[src/mcoc_pkg.sv]
// shared types, sizes and helpers for the matrix chain order cost block
// no dependencies
package mcoc_pkg;

    // largest chain held at once
    localparam int MAX_MATRICES = 64;

    localparam int DIM_W     = 16;
    localparam int COST_W    = 56;
    localparam int PIJ_W     = 2 * DIM_W;
    localparam int PROD_W    = 3 * DIM_W;
    localparam int IDX_W     = (MAX_MATRICES > 1) ? $clog2(MAX_MATRICES) : 1;
    localparam int CNT_W     = $clog2(MAX_MATRICES + 1);
    localparam int DIM_DEPTH = MAX_MATRICES + 1;
    localparam int DIM_AW    = $clog2(DIM_DEPTH);
    localparam int COST_DEPTH = MAX_MATRICES * MAX_MATRICES;
    localparam int COST_AW   = $clog2(COST_DEPTH);

    localparam logic [COST_W-1:0] COST_MAX = {COST_W{1'b1}};

    typedef logic [IDX_W-1:0]   t_idx;
    typedef logic [CNT_W-1:0]   t_cnt;
    typedef logic [DIM_AW-1:0]  t_dim_addr;
    typedef logic [COST_AW-1:0] t_cost_addr;
    typedef logic [DIM_W-1:0]   t_dim;
    typedef logic [COST_W-1:0]  t_cost;

    typedef struct packed {
        logic [15:0] row_count;
        logic [15:0] col_count;
        logic        last_matrix;
    } t_in_word;

    typedef struct packed {
        logic [55:0] min_cost;
        logic        chain_error;
    } t_out_word;

    // sequencer status toward the top level
    typedef struct packed {
        logic  busy;
        logic  done;
        t_cost cost;
    } t_seq_stat;

    typedef enum logic [2:0] {
        S_IDLE,
        S_PI,
        S_PJ,
        S_PIJ,
        S_RUN,
        S_DRAIN,
        S_DONE
    } t_seq_state;

    // flat address of interval (row, col)
    function automatic t_cost_addr cost_addr(input t_idx row, input t_idx col);
        return t_cost_addr'(row) * t_cost_addr'(MAX_MATRICES) + t_cost_addr'(col);
    endfunction

    // saturating add of two costs
    function automatic t_cost sat_add(input t_cost a, input t_cost b);
        logic [COST_W:0] s;
        s = {1'b0, a} + {1'b0, b};
        return s[COST_W] ? COST_MAX : s[COST_W-1:0];
    endfunction

endpackage

[src/mcoc_seq.sv]
// interval table sequencer with the split-point cost pipeline
// depends on mcoc_pkg; drives the dimension and cost memories
module mcoc_seq (
    input  logic                  i_clk,
    input  logic                  i_rst_n,
    input  logic                  i_start,
    input  mcoc_pkg::t_cnt        i_n,
    input  mcoc_pkg::t_dim        i_p0,
    input  logic                  i_take,
    output mcoc_pkg::t_seq_stat   o_stat,
    output mcoc_pkg::t_dim_addr   o_dim_raddr,
    input  mcoc_pkg::t_dim        i_dim_q,
    output logic                  o_cost_we,
    output mcoc_pkg::t_cost_addr  o_cost_waddr,
    output mcoc_pkg::t_cost       o_cost_wdata,
    output mcoc_pkg::t_cost_addr  o_cost_raddr_a,
    output mcoc_pkg::t_cost_addr  o_cost_raddr_b,
    input  mcoc_pkg::t_cost       i_cost_qa,
    input  mcoc_pkg::t_cost       i_cost_qb
);

    mcoc_pkg::t_seq_state r_state;
    mcoc_pkg::t_seq_state n_state;

    mcoc_pkg::t_cnt r_n;
    mcoc_pkg::t_cnt r_len;
    mcoc_pkg::t_idx r_i;
    mcoc_pkg::t_idx r_k;

    mcoc_pkg::t_dim                    r_pi;
    logic [mcoc_pkg::PIJ_W-1:0]        r_pij;
    logic                              r_v1;
    logic                              r_za;
    logic                              r_zb;
    logic                              r_v2;
    logic [mcoc_pkg::PROD_W-1:0]       r_prod;
    mcoc_pkg::t_cost                   r_sum;
    mcoc_pkg::t_cost                   r_best;

    mcoc_pkg::t_cnt j_full;
    mcoc_pkg::t_idx j_idx;
    mcoc_pkg::t_idx k_next;
    logic           last_k;
    logic           last_i;
    logic           pipe_empty;
    logic           issue;
    mcoc_pkg::t_cost term_a;
    mcoc_pkg::t_cost term_b;
    mcoc_pkg::t_cost cand;

    // interval bounds
    assign j_full     = mcoc_pkg::t_cnt'(r_i) + r_len - mcoc_pkg::t_cnt'(1);
    assign j_idx      = j_full[mcoc_pkg::IDX_W-1:0];
    assign k_next     = r_k + mcoc_pkg::t_idx'(1);
    assign last_k     = (mcoc_pkg::t_cnt'(r_k) + mcoc_pkg::t_cnt'(1)) == j_full;
    assign last_i     = (mcoc_pkg::t_cnt'(r_i) + r_len) == r_n;
    assign pipe_empty = !r_v1 && !r_v2;

    // next state
    always_comb begin
        n_state = r_state;
        case (r_state)
            mcoc_pkg::S_IDLE: begin
                if (i_start) begin
                    n_state = (i_n == mcoc_pkg::t_cnt'(1)) ? mcoc_pkg::S_DONE
                                                           : mcoc_pkg::S_PI;
                end
            end
            mcoc_pkg::S_PI:  n_state = mcoc_pkg::S_PJ;
            mcoc_pkg::S_PJ:  n_state = mcoc_pkg::S_PIJ;
            mcoc_pkg::S_PIJ: n_state = mcoc_pkg::S_RUN;
            mcoc_pkg::S_RUN: begin
                if (last_k) begin
                    n_state = mcoc_pkg::S_DRAIN;
                end
            end
            mcoc_pkg::S_DRAIN: begin
                if (pipe_empty) begin
                    n_state = (last_i && r_len == r_n) ? mcoc_pkg::S_DONE
                                                        : mcoc_pkg::S_PI;
                end
            end
            mcoc_pkg::S_DONE: begin
                if (i_take) begin
                    n_state = mcoc_pkg::S_IDLE;
                end
            end
            default: n_state = mcoc_pkg::S_IDLE;
        endcase
    end

    // outputs and memory addressing
    always_comb begin
        issue        = 1'b0;
        o_cost_we    = 1'b0;
        o_dim_raddr  = mcoc_pkg::t_dim_addr'(k_next);
        case (r_state)
            mcoc_pkg::S_PI:    o_dim_raddr = mcoc_pkg::t_dim_addr'(r_i);
            mcoc_pkg::S_PJ:    o_dim_raddr = mcoc_pkg::t_dim_addr'(j_full)
                                             + mcoc_pkg::t_dim_addr'(1);
            mcoc_pkg::S_RUN:   issue = 1'b1;
            mcoc_pkg::S_DRAIN: o_cost_we = pipe_empty;
            default:           issue = 1'b0;
        endcase
    end

    assign o_cost_raddr_a = mcoc_pkg::cost_addr(r_i, r_k);
    assign o_cost_raddr_b = mcoc_pkg::cost_addr(k_next, j_idx);
    assign o_cost_waddr   = mcoc_pkg::cost_addr(r_i, j_idx);
    assign o_cost_wdata   = r_best;

    assign o_stat.busy = (r_state != mcoc_pkg::S_IDLE);
    assign o_stat.done = (r_state == mcoc_pkg::S_DONE);
    assign o_stat.cost = r_best;

    // diagonal entries read as zero
    assign term_a = r_za ? '0 : i_cost_qa;
    assign term_b = r_zb ? '0 : i_cost_qb;
    assign cand   = mcoc_pkg::sat_add(r_sum, mcoc_pkg::t_cost'(r_prod));

    // state register
    always_ff @(posedge i_clk) begin
        if (!i_rst_n) begin
            r_state <= mcoc_pkg::S_IDLE;
            r_v1    <= 1'b0;
            r_v2    <= 1'b0;
        end else begin
            r_state <= n_state;
            r_v1    <= issue;
            r_v2    <= r_v1;
        end
    end

    // loop counters
    always_ff @(posedge i_clk) begin
        case (r_state)
            mcoc_pkg::S_IDLE: begin
                r_n   <= i_n;
                r_len <= mcoc_pkg::t_cnt'(2);
                r_i   <= '0;
            end
            mcoc_pkg::S_PIJ: r_k <= r_i;
            mcoc_pkg::S_RUN: r_k <= k_next;
            mcoc_pkg::S_DRAIN: begin
                if (pipe_empty) begin
                    if (last_i) begin
                        r_i   <= '0;
                        r_len <= r_len + mcoc_pkg::t_cnt'(1);
                    end else begin
                        r_i <= r_i + mcoc_pkg::t_idx'(1);
                    end
                end
            end
            default: r_k <= r_k;
        endcase
    end

    // dimension products and split-point pipeline
    always_ff @(posedge i_clk) begin
        if (r_state == mcoc_pkg::S_PJ) begin
            r_pi <= (r_i == '0) ? i_p0 : i_dim_q;
        end
        if (r_state == mcoc_pkg::S_PIJ) begin
            r_pij <= r_pi * i_dim_q;
        end
        r_za   <= (r_k == r_i);
        r_zb   <= last_k;
        r_prod <= r_pij * i_dim_q;
        r_sum  <= mcoc_pkg::sat_add(term_a, term_b);
        if (r_state == mcoc_pkg::S_IDLE) begin
            r_best <= '0;
        end else if (r_state == mcoc_pkg::S_PIJ) begin
            r_best <= mcoc_pkg::COST_MAX;
        end else if (r_v2 && cand < r_best) begin
            r_best <= cand;
        end
    end

endmodule

[config.mk]
export PLATFORM = sky130hd
export DESIGN_NAME = mcoc_seq
export DESIGN_NICKNAME = d
export VERILOG_FILES = /design/src/mcoc_pkg.sv /design/src/mcoc_seq.sv
export SDC_FILE = /design/constraint.sdc
export NUM_CORES = 2
export LEC_CHECK = 0
export BUFFER_PORTS_ARGS = -buffer_cell sky130_fd_sc_hd__buf_2
export CAP_MARGIN = 30
export CORE_UTILIZATION = 51
export CTS_BUF_LIST = sky130_fd_sc_hd__clkbuf_8
export CTS_CLUSTER_SIZE = 8
export DETAILED_ROUTE_END_ITERATION = 16
export GPL_TIMING_DRIVEN = 0
export PLACE_DENSITY = 0.75
export SYNTH_ARGS = -nofsm -noshare
export SYNTH_HDL_FRONTEND = slang
export SYNTH_SLANG_ARGS = --single-unit
[constraint.sdc]
create_clock -name i_clk -period 11.05 [get_ports i_clk]
set_input_delay 0 -clock i_clk [delete_from_list [all_inputs] [get_ports i_clk]]
set_output_delay 0 -clock i_clk [all_outputs]
set_load 0.03 [all_outputs]
==> results_dict.tcl <==
set metrics [dict create \
    total_neg_setup_slack_ns 0 \
    rsz0062_at_grt "no" \
    worst-path-buf-inv 4 \
    whs_endpoint "r_sum[54]" \
    achievable-frequency_mhz 131 \
    synth_edf_count 74 \
    rows 104 \
    layout-area-overhead-vs-synth_pct 10.5 \
    cts_num_sinks 241 \
    grt_first_pass_wirelength_um 191000 \
    fp.dieArea_um2 83400 \
    post_synthesis_compound_gate_area_fraction 0.111 \
    initial_utilization 0.518 \
    cpPeakStageDelay_ns 0.67 \
    clock_tree_from_tritoncts "done" \
    gpl.final_weighted_congestion 0.972 \
    via_density 5.60 \
    seq_area_frac_synth 0.133 \
    post_synth_fa_ha_maj_area_fraction 0.411 \
    pin_count_of_the_biggest_net_entering_global_routing 33 \
    cp_common_cell "sky130_fd_sc_hd__fa_1" \
    die_height_um 289 \
    clock_insertion_delay_worst_skew_ns 0.67 \
    muxShareOfSynthArea 0.00686 \
    worst_slew_pin_slew_ns 1.02 \
    final-setup-viol-count 0 \
    relSlewSlack 0.317 \
    r2r.worst_path.cells 22 \
    worst_path_max_delay_cell "sky130_fd_sc_hd__o41ai_1" \
    final_layout_size_suffix_gt1_frac 0.0975 \
    worstReg2RegEnd "r_prod[46]" \
    clk_pin_slew_ns 0.07 \
    path_class "reg2reg" \
    worst-endpoint-required_ns 11.54 \
    synth.avg_cell_area_um2 8.55 \
    crit_path_max_fanout 10 \
    netlist-cell-type-count 84 \
    cts_resized 0 \
    arrival_ns 8.12 \
    drt_iter0_markers 2666 \
    gr-total-overflow 0 \
    nets 6460 \
    first_global_vias 36000 \
    largest_family_of_logic_cells_by_synthesized_area "adder cells" \
    cp_endpoint_kind "register" \
    core_area_um2 80900 \
    final.min_clock_period_ns 7.63 \
    worstHoldPathCells 5 \
    launch_instance_of_the_worst_register_to_register_path "r_pij[9]" \
    hp-class "in2reg" \
    fp.dieW_um 289 \
    outcome "completed" \
    syn-cell-area_um2 41900 \
    io_pins 313 \
    global_route.usage.total 0.295 \
    synthArstFlopShare 0 \
    cts_root_buffer "sky130_fd_sc_hd__clkbuf_8" \
    cts.path.max_buffers 3 \
    timing.critical_path.from_type "register" \
    synthesis.nets 6068 \
    postSynth.topFlopCell "sky130_fd_sc_hd__dfxtp_1" \
    synth_largest_area_cell "sky130_fd_sc_hd__fa_1" \
    ant_nets 0 \
    drt-pass1-iter-count 10 \
    synthesized_instance_count 4904 \
    synth_common_cells "820 x sky130_fd_sc_hd__inv_1, 667 x sky130_fd_sc_hd__nand2_1, 615 x sky130_fd_sc_hd__fa_1, 394 x sky130_fd_sc_hd__ha_1, 323 x sky130_fd_sc_hd__and2_1" \
    worst-r2r-setup-slack_ns 3.42 \
    cts_buffer_count 46 \
    clock_tree.htree_level_count 2 \
    netlist_top_cells_area "sky130_fd_sc_hd__fa_1 29%, sky130_fd_sc_hd__ha_1 12%, sky130_fd_sc_hd__dfxtp_1 8.0%, sky130_fd_sc_hd__inv_1 7.3%, sky130_fd_sc_hd__nand2_1 6.0%" \
    worst_path_dominant_cell_family "adder cells" \
    synth_top_area_share 0.294 \
    max_cap_viol_count 0 \
    detailed_place_hpwl_um 101000 \
    yosysWarningCount 0 \
    final_layout_fill_cell_count 7331 \
    detail_route.drc_violations 0 \
    synthSimpleGateAreaFrac 0.187 \
    numPortBuffers 296 \
    timing.hold.worst.start "i_cost_qb[54]" \
    min_period_over_period 0.690 \
    total_count_of_hold_check_failures_in_the_final_report 0 \
    routedWlPerCell_um 19.0 \
    synth_xor_area_frac 0.0434 \
    postSynthRegisterBits 241 \
    fin_skew_ns 0.0633 \
    wirelength_um 122000 \
    synth_most_common_cell "sky130_fd_sc_hd__inv_1" \
    antenna_found_initial 3 \
    slew_violations 0 \
    route.vias.total 35800 \
    ordered_cell_list_for_the_critical_path "clkbuf_1 > nand2_1 > fa_1 > inv_1 > fa_1 > fa_1 > fa_1 > fa_1 > inv_1 > fa_1 > inv_1 > ha_1 > and4_1 > and2_1 > a22oi_1 > a211oi_1 > o41ai_1 > o21a_1 > o2111ai_1 > a41oi_1 > a21oi_1 > xor2_1" \
]
[per-layer routing]
| layer | wire [um] | up-vias | global-route usage | part of all wire |
|---|---|---|---|---|
| met5 | 13 | - | 0 | 0.00011 |
| met4 | 7510 | 2 | 0.158 | 0.062 |
| met3 | 9810 | 364 | 0.0502 | 0.081 |
| met2 | 55800 | 1620 | 0.481 | 0.46 |
| met1 | 48500 | 17400 | 0.374 | 0.40 |
| li1 | - | 16400 | - | - |
[cells by family (layout without fill, tap and decap cells)]
logic type	Yosys count	count (layout)
compound gates	706	706
fa+ha+maj	1009	1009
simple gates	1593	1593
other cells	0	6
mux	26	26
flops	241	241
xor+xnor	208	208
buf+inv	1121	1548
[how the worst max path moves through the flow]
stage	startpoint	end	slack (ns)	cells past startpoint
floorplan	r_pi[11]	r_pij[31]	4.60	21
global placement	r_pij[7]	r_prod[46]	3.45	24
detailed placement	r_pij[7]	r_prod[46]	3.49	24
CTS	r_pij[7]	r_prod[46]	3.45	24
global route	r_pij[9]	r_prod[46]	3.00	22
finish	r_pij[9]	r_prod[46]	3.42	22
[worst min-delay path: stages]
cell,delay (ns)
sky130_fd_sc_hd__buf_2,0.07
sky130_fd_sc_hd__nor2b_1,0.14
sky130_fd_sc_hd__ha_1,0.20
sky130_fd_sc_hd__nor3_1,0.07
sky130_fd_sc_hd__o21ai_1,0.14
[per-stage QoR]
step                      cells  utilization  setup WS (ns)  hold slack (ns)  cell area, um^2
after global routing       6393        0.572           3.00           0.0402            46300
after floorplan            4904            -           4.60           0.0989            41900
after detailed placement   6266        0.554           3.49            0.209            44800
after global placement     6260        0.553           3.45            0.216            44700
final                      6397        0.572           3.42          0.00950            46300
after CTS                  6391        0.572           3.45          0.00166            46300
[cells in the final DEF (no fill, tap or decap), types with 167 or more instances in the layout]
master                       n
sky130_fd_sc_hd__inv_1     830
sky130_fd_sc_hd__nand2_1   667
sky130_fd_sc_hd__fa_1      615
sky130_fd_sc_hd__ha_1      394
sky130_fd_sc_hd__and2_1    323
sky130_fd_sc_hd__buf_2     309
sky130_fd_sc_hd__clkbuf_1  211
sky130_fd_sc_hd__a21oi_1   190
sky130_fd_sc_hd__dfxtp_1   167
[area by class of cell]
type | instances | area [um^2] | share of cell area
multi-input cells | 3542 | 31900 | 0.688
flip-flops and latches | 241 | 5570 | 0.120
inverters | 823 | 3090 | 0.0667
repair buffers | 344 | 1990 | 0.0429
plain buffers | 298 | 1430 | 0.0308
well taps | 1060 | 1330 | 0.0286
clock buffers | 52 | 716 | 0.0154
clock inverters | 31 | 338 | 0.00729
diodes | 6 | 15.0 | 0.000324
[registers in the layout (all words and copies together), names as in the netlist, 3 cells and up]
register and count:
r_pi 16, r_n 7, r_state 3, r_sum 56
r_k 6, r_prod 48, r_len 7, o_cost_wdata 56
r_pij 32, r_i 6
[timing repair]
action,in CTS,in global routing
endpoints found under the setup margin,0,0
hold buffers,42,0
buffers inserted,0,0
hold endpoints to repair,37,0
Power is not shown: default switching activity piles up to over one toggle a cycle in this logic, so the estimate is an artifact.
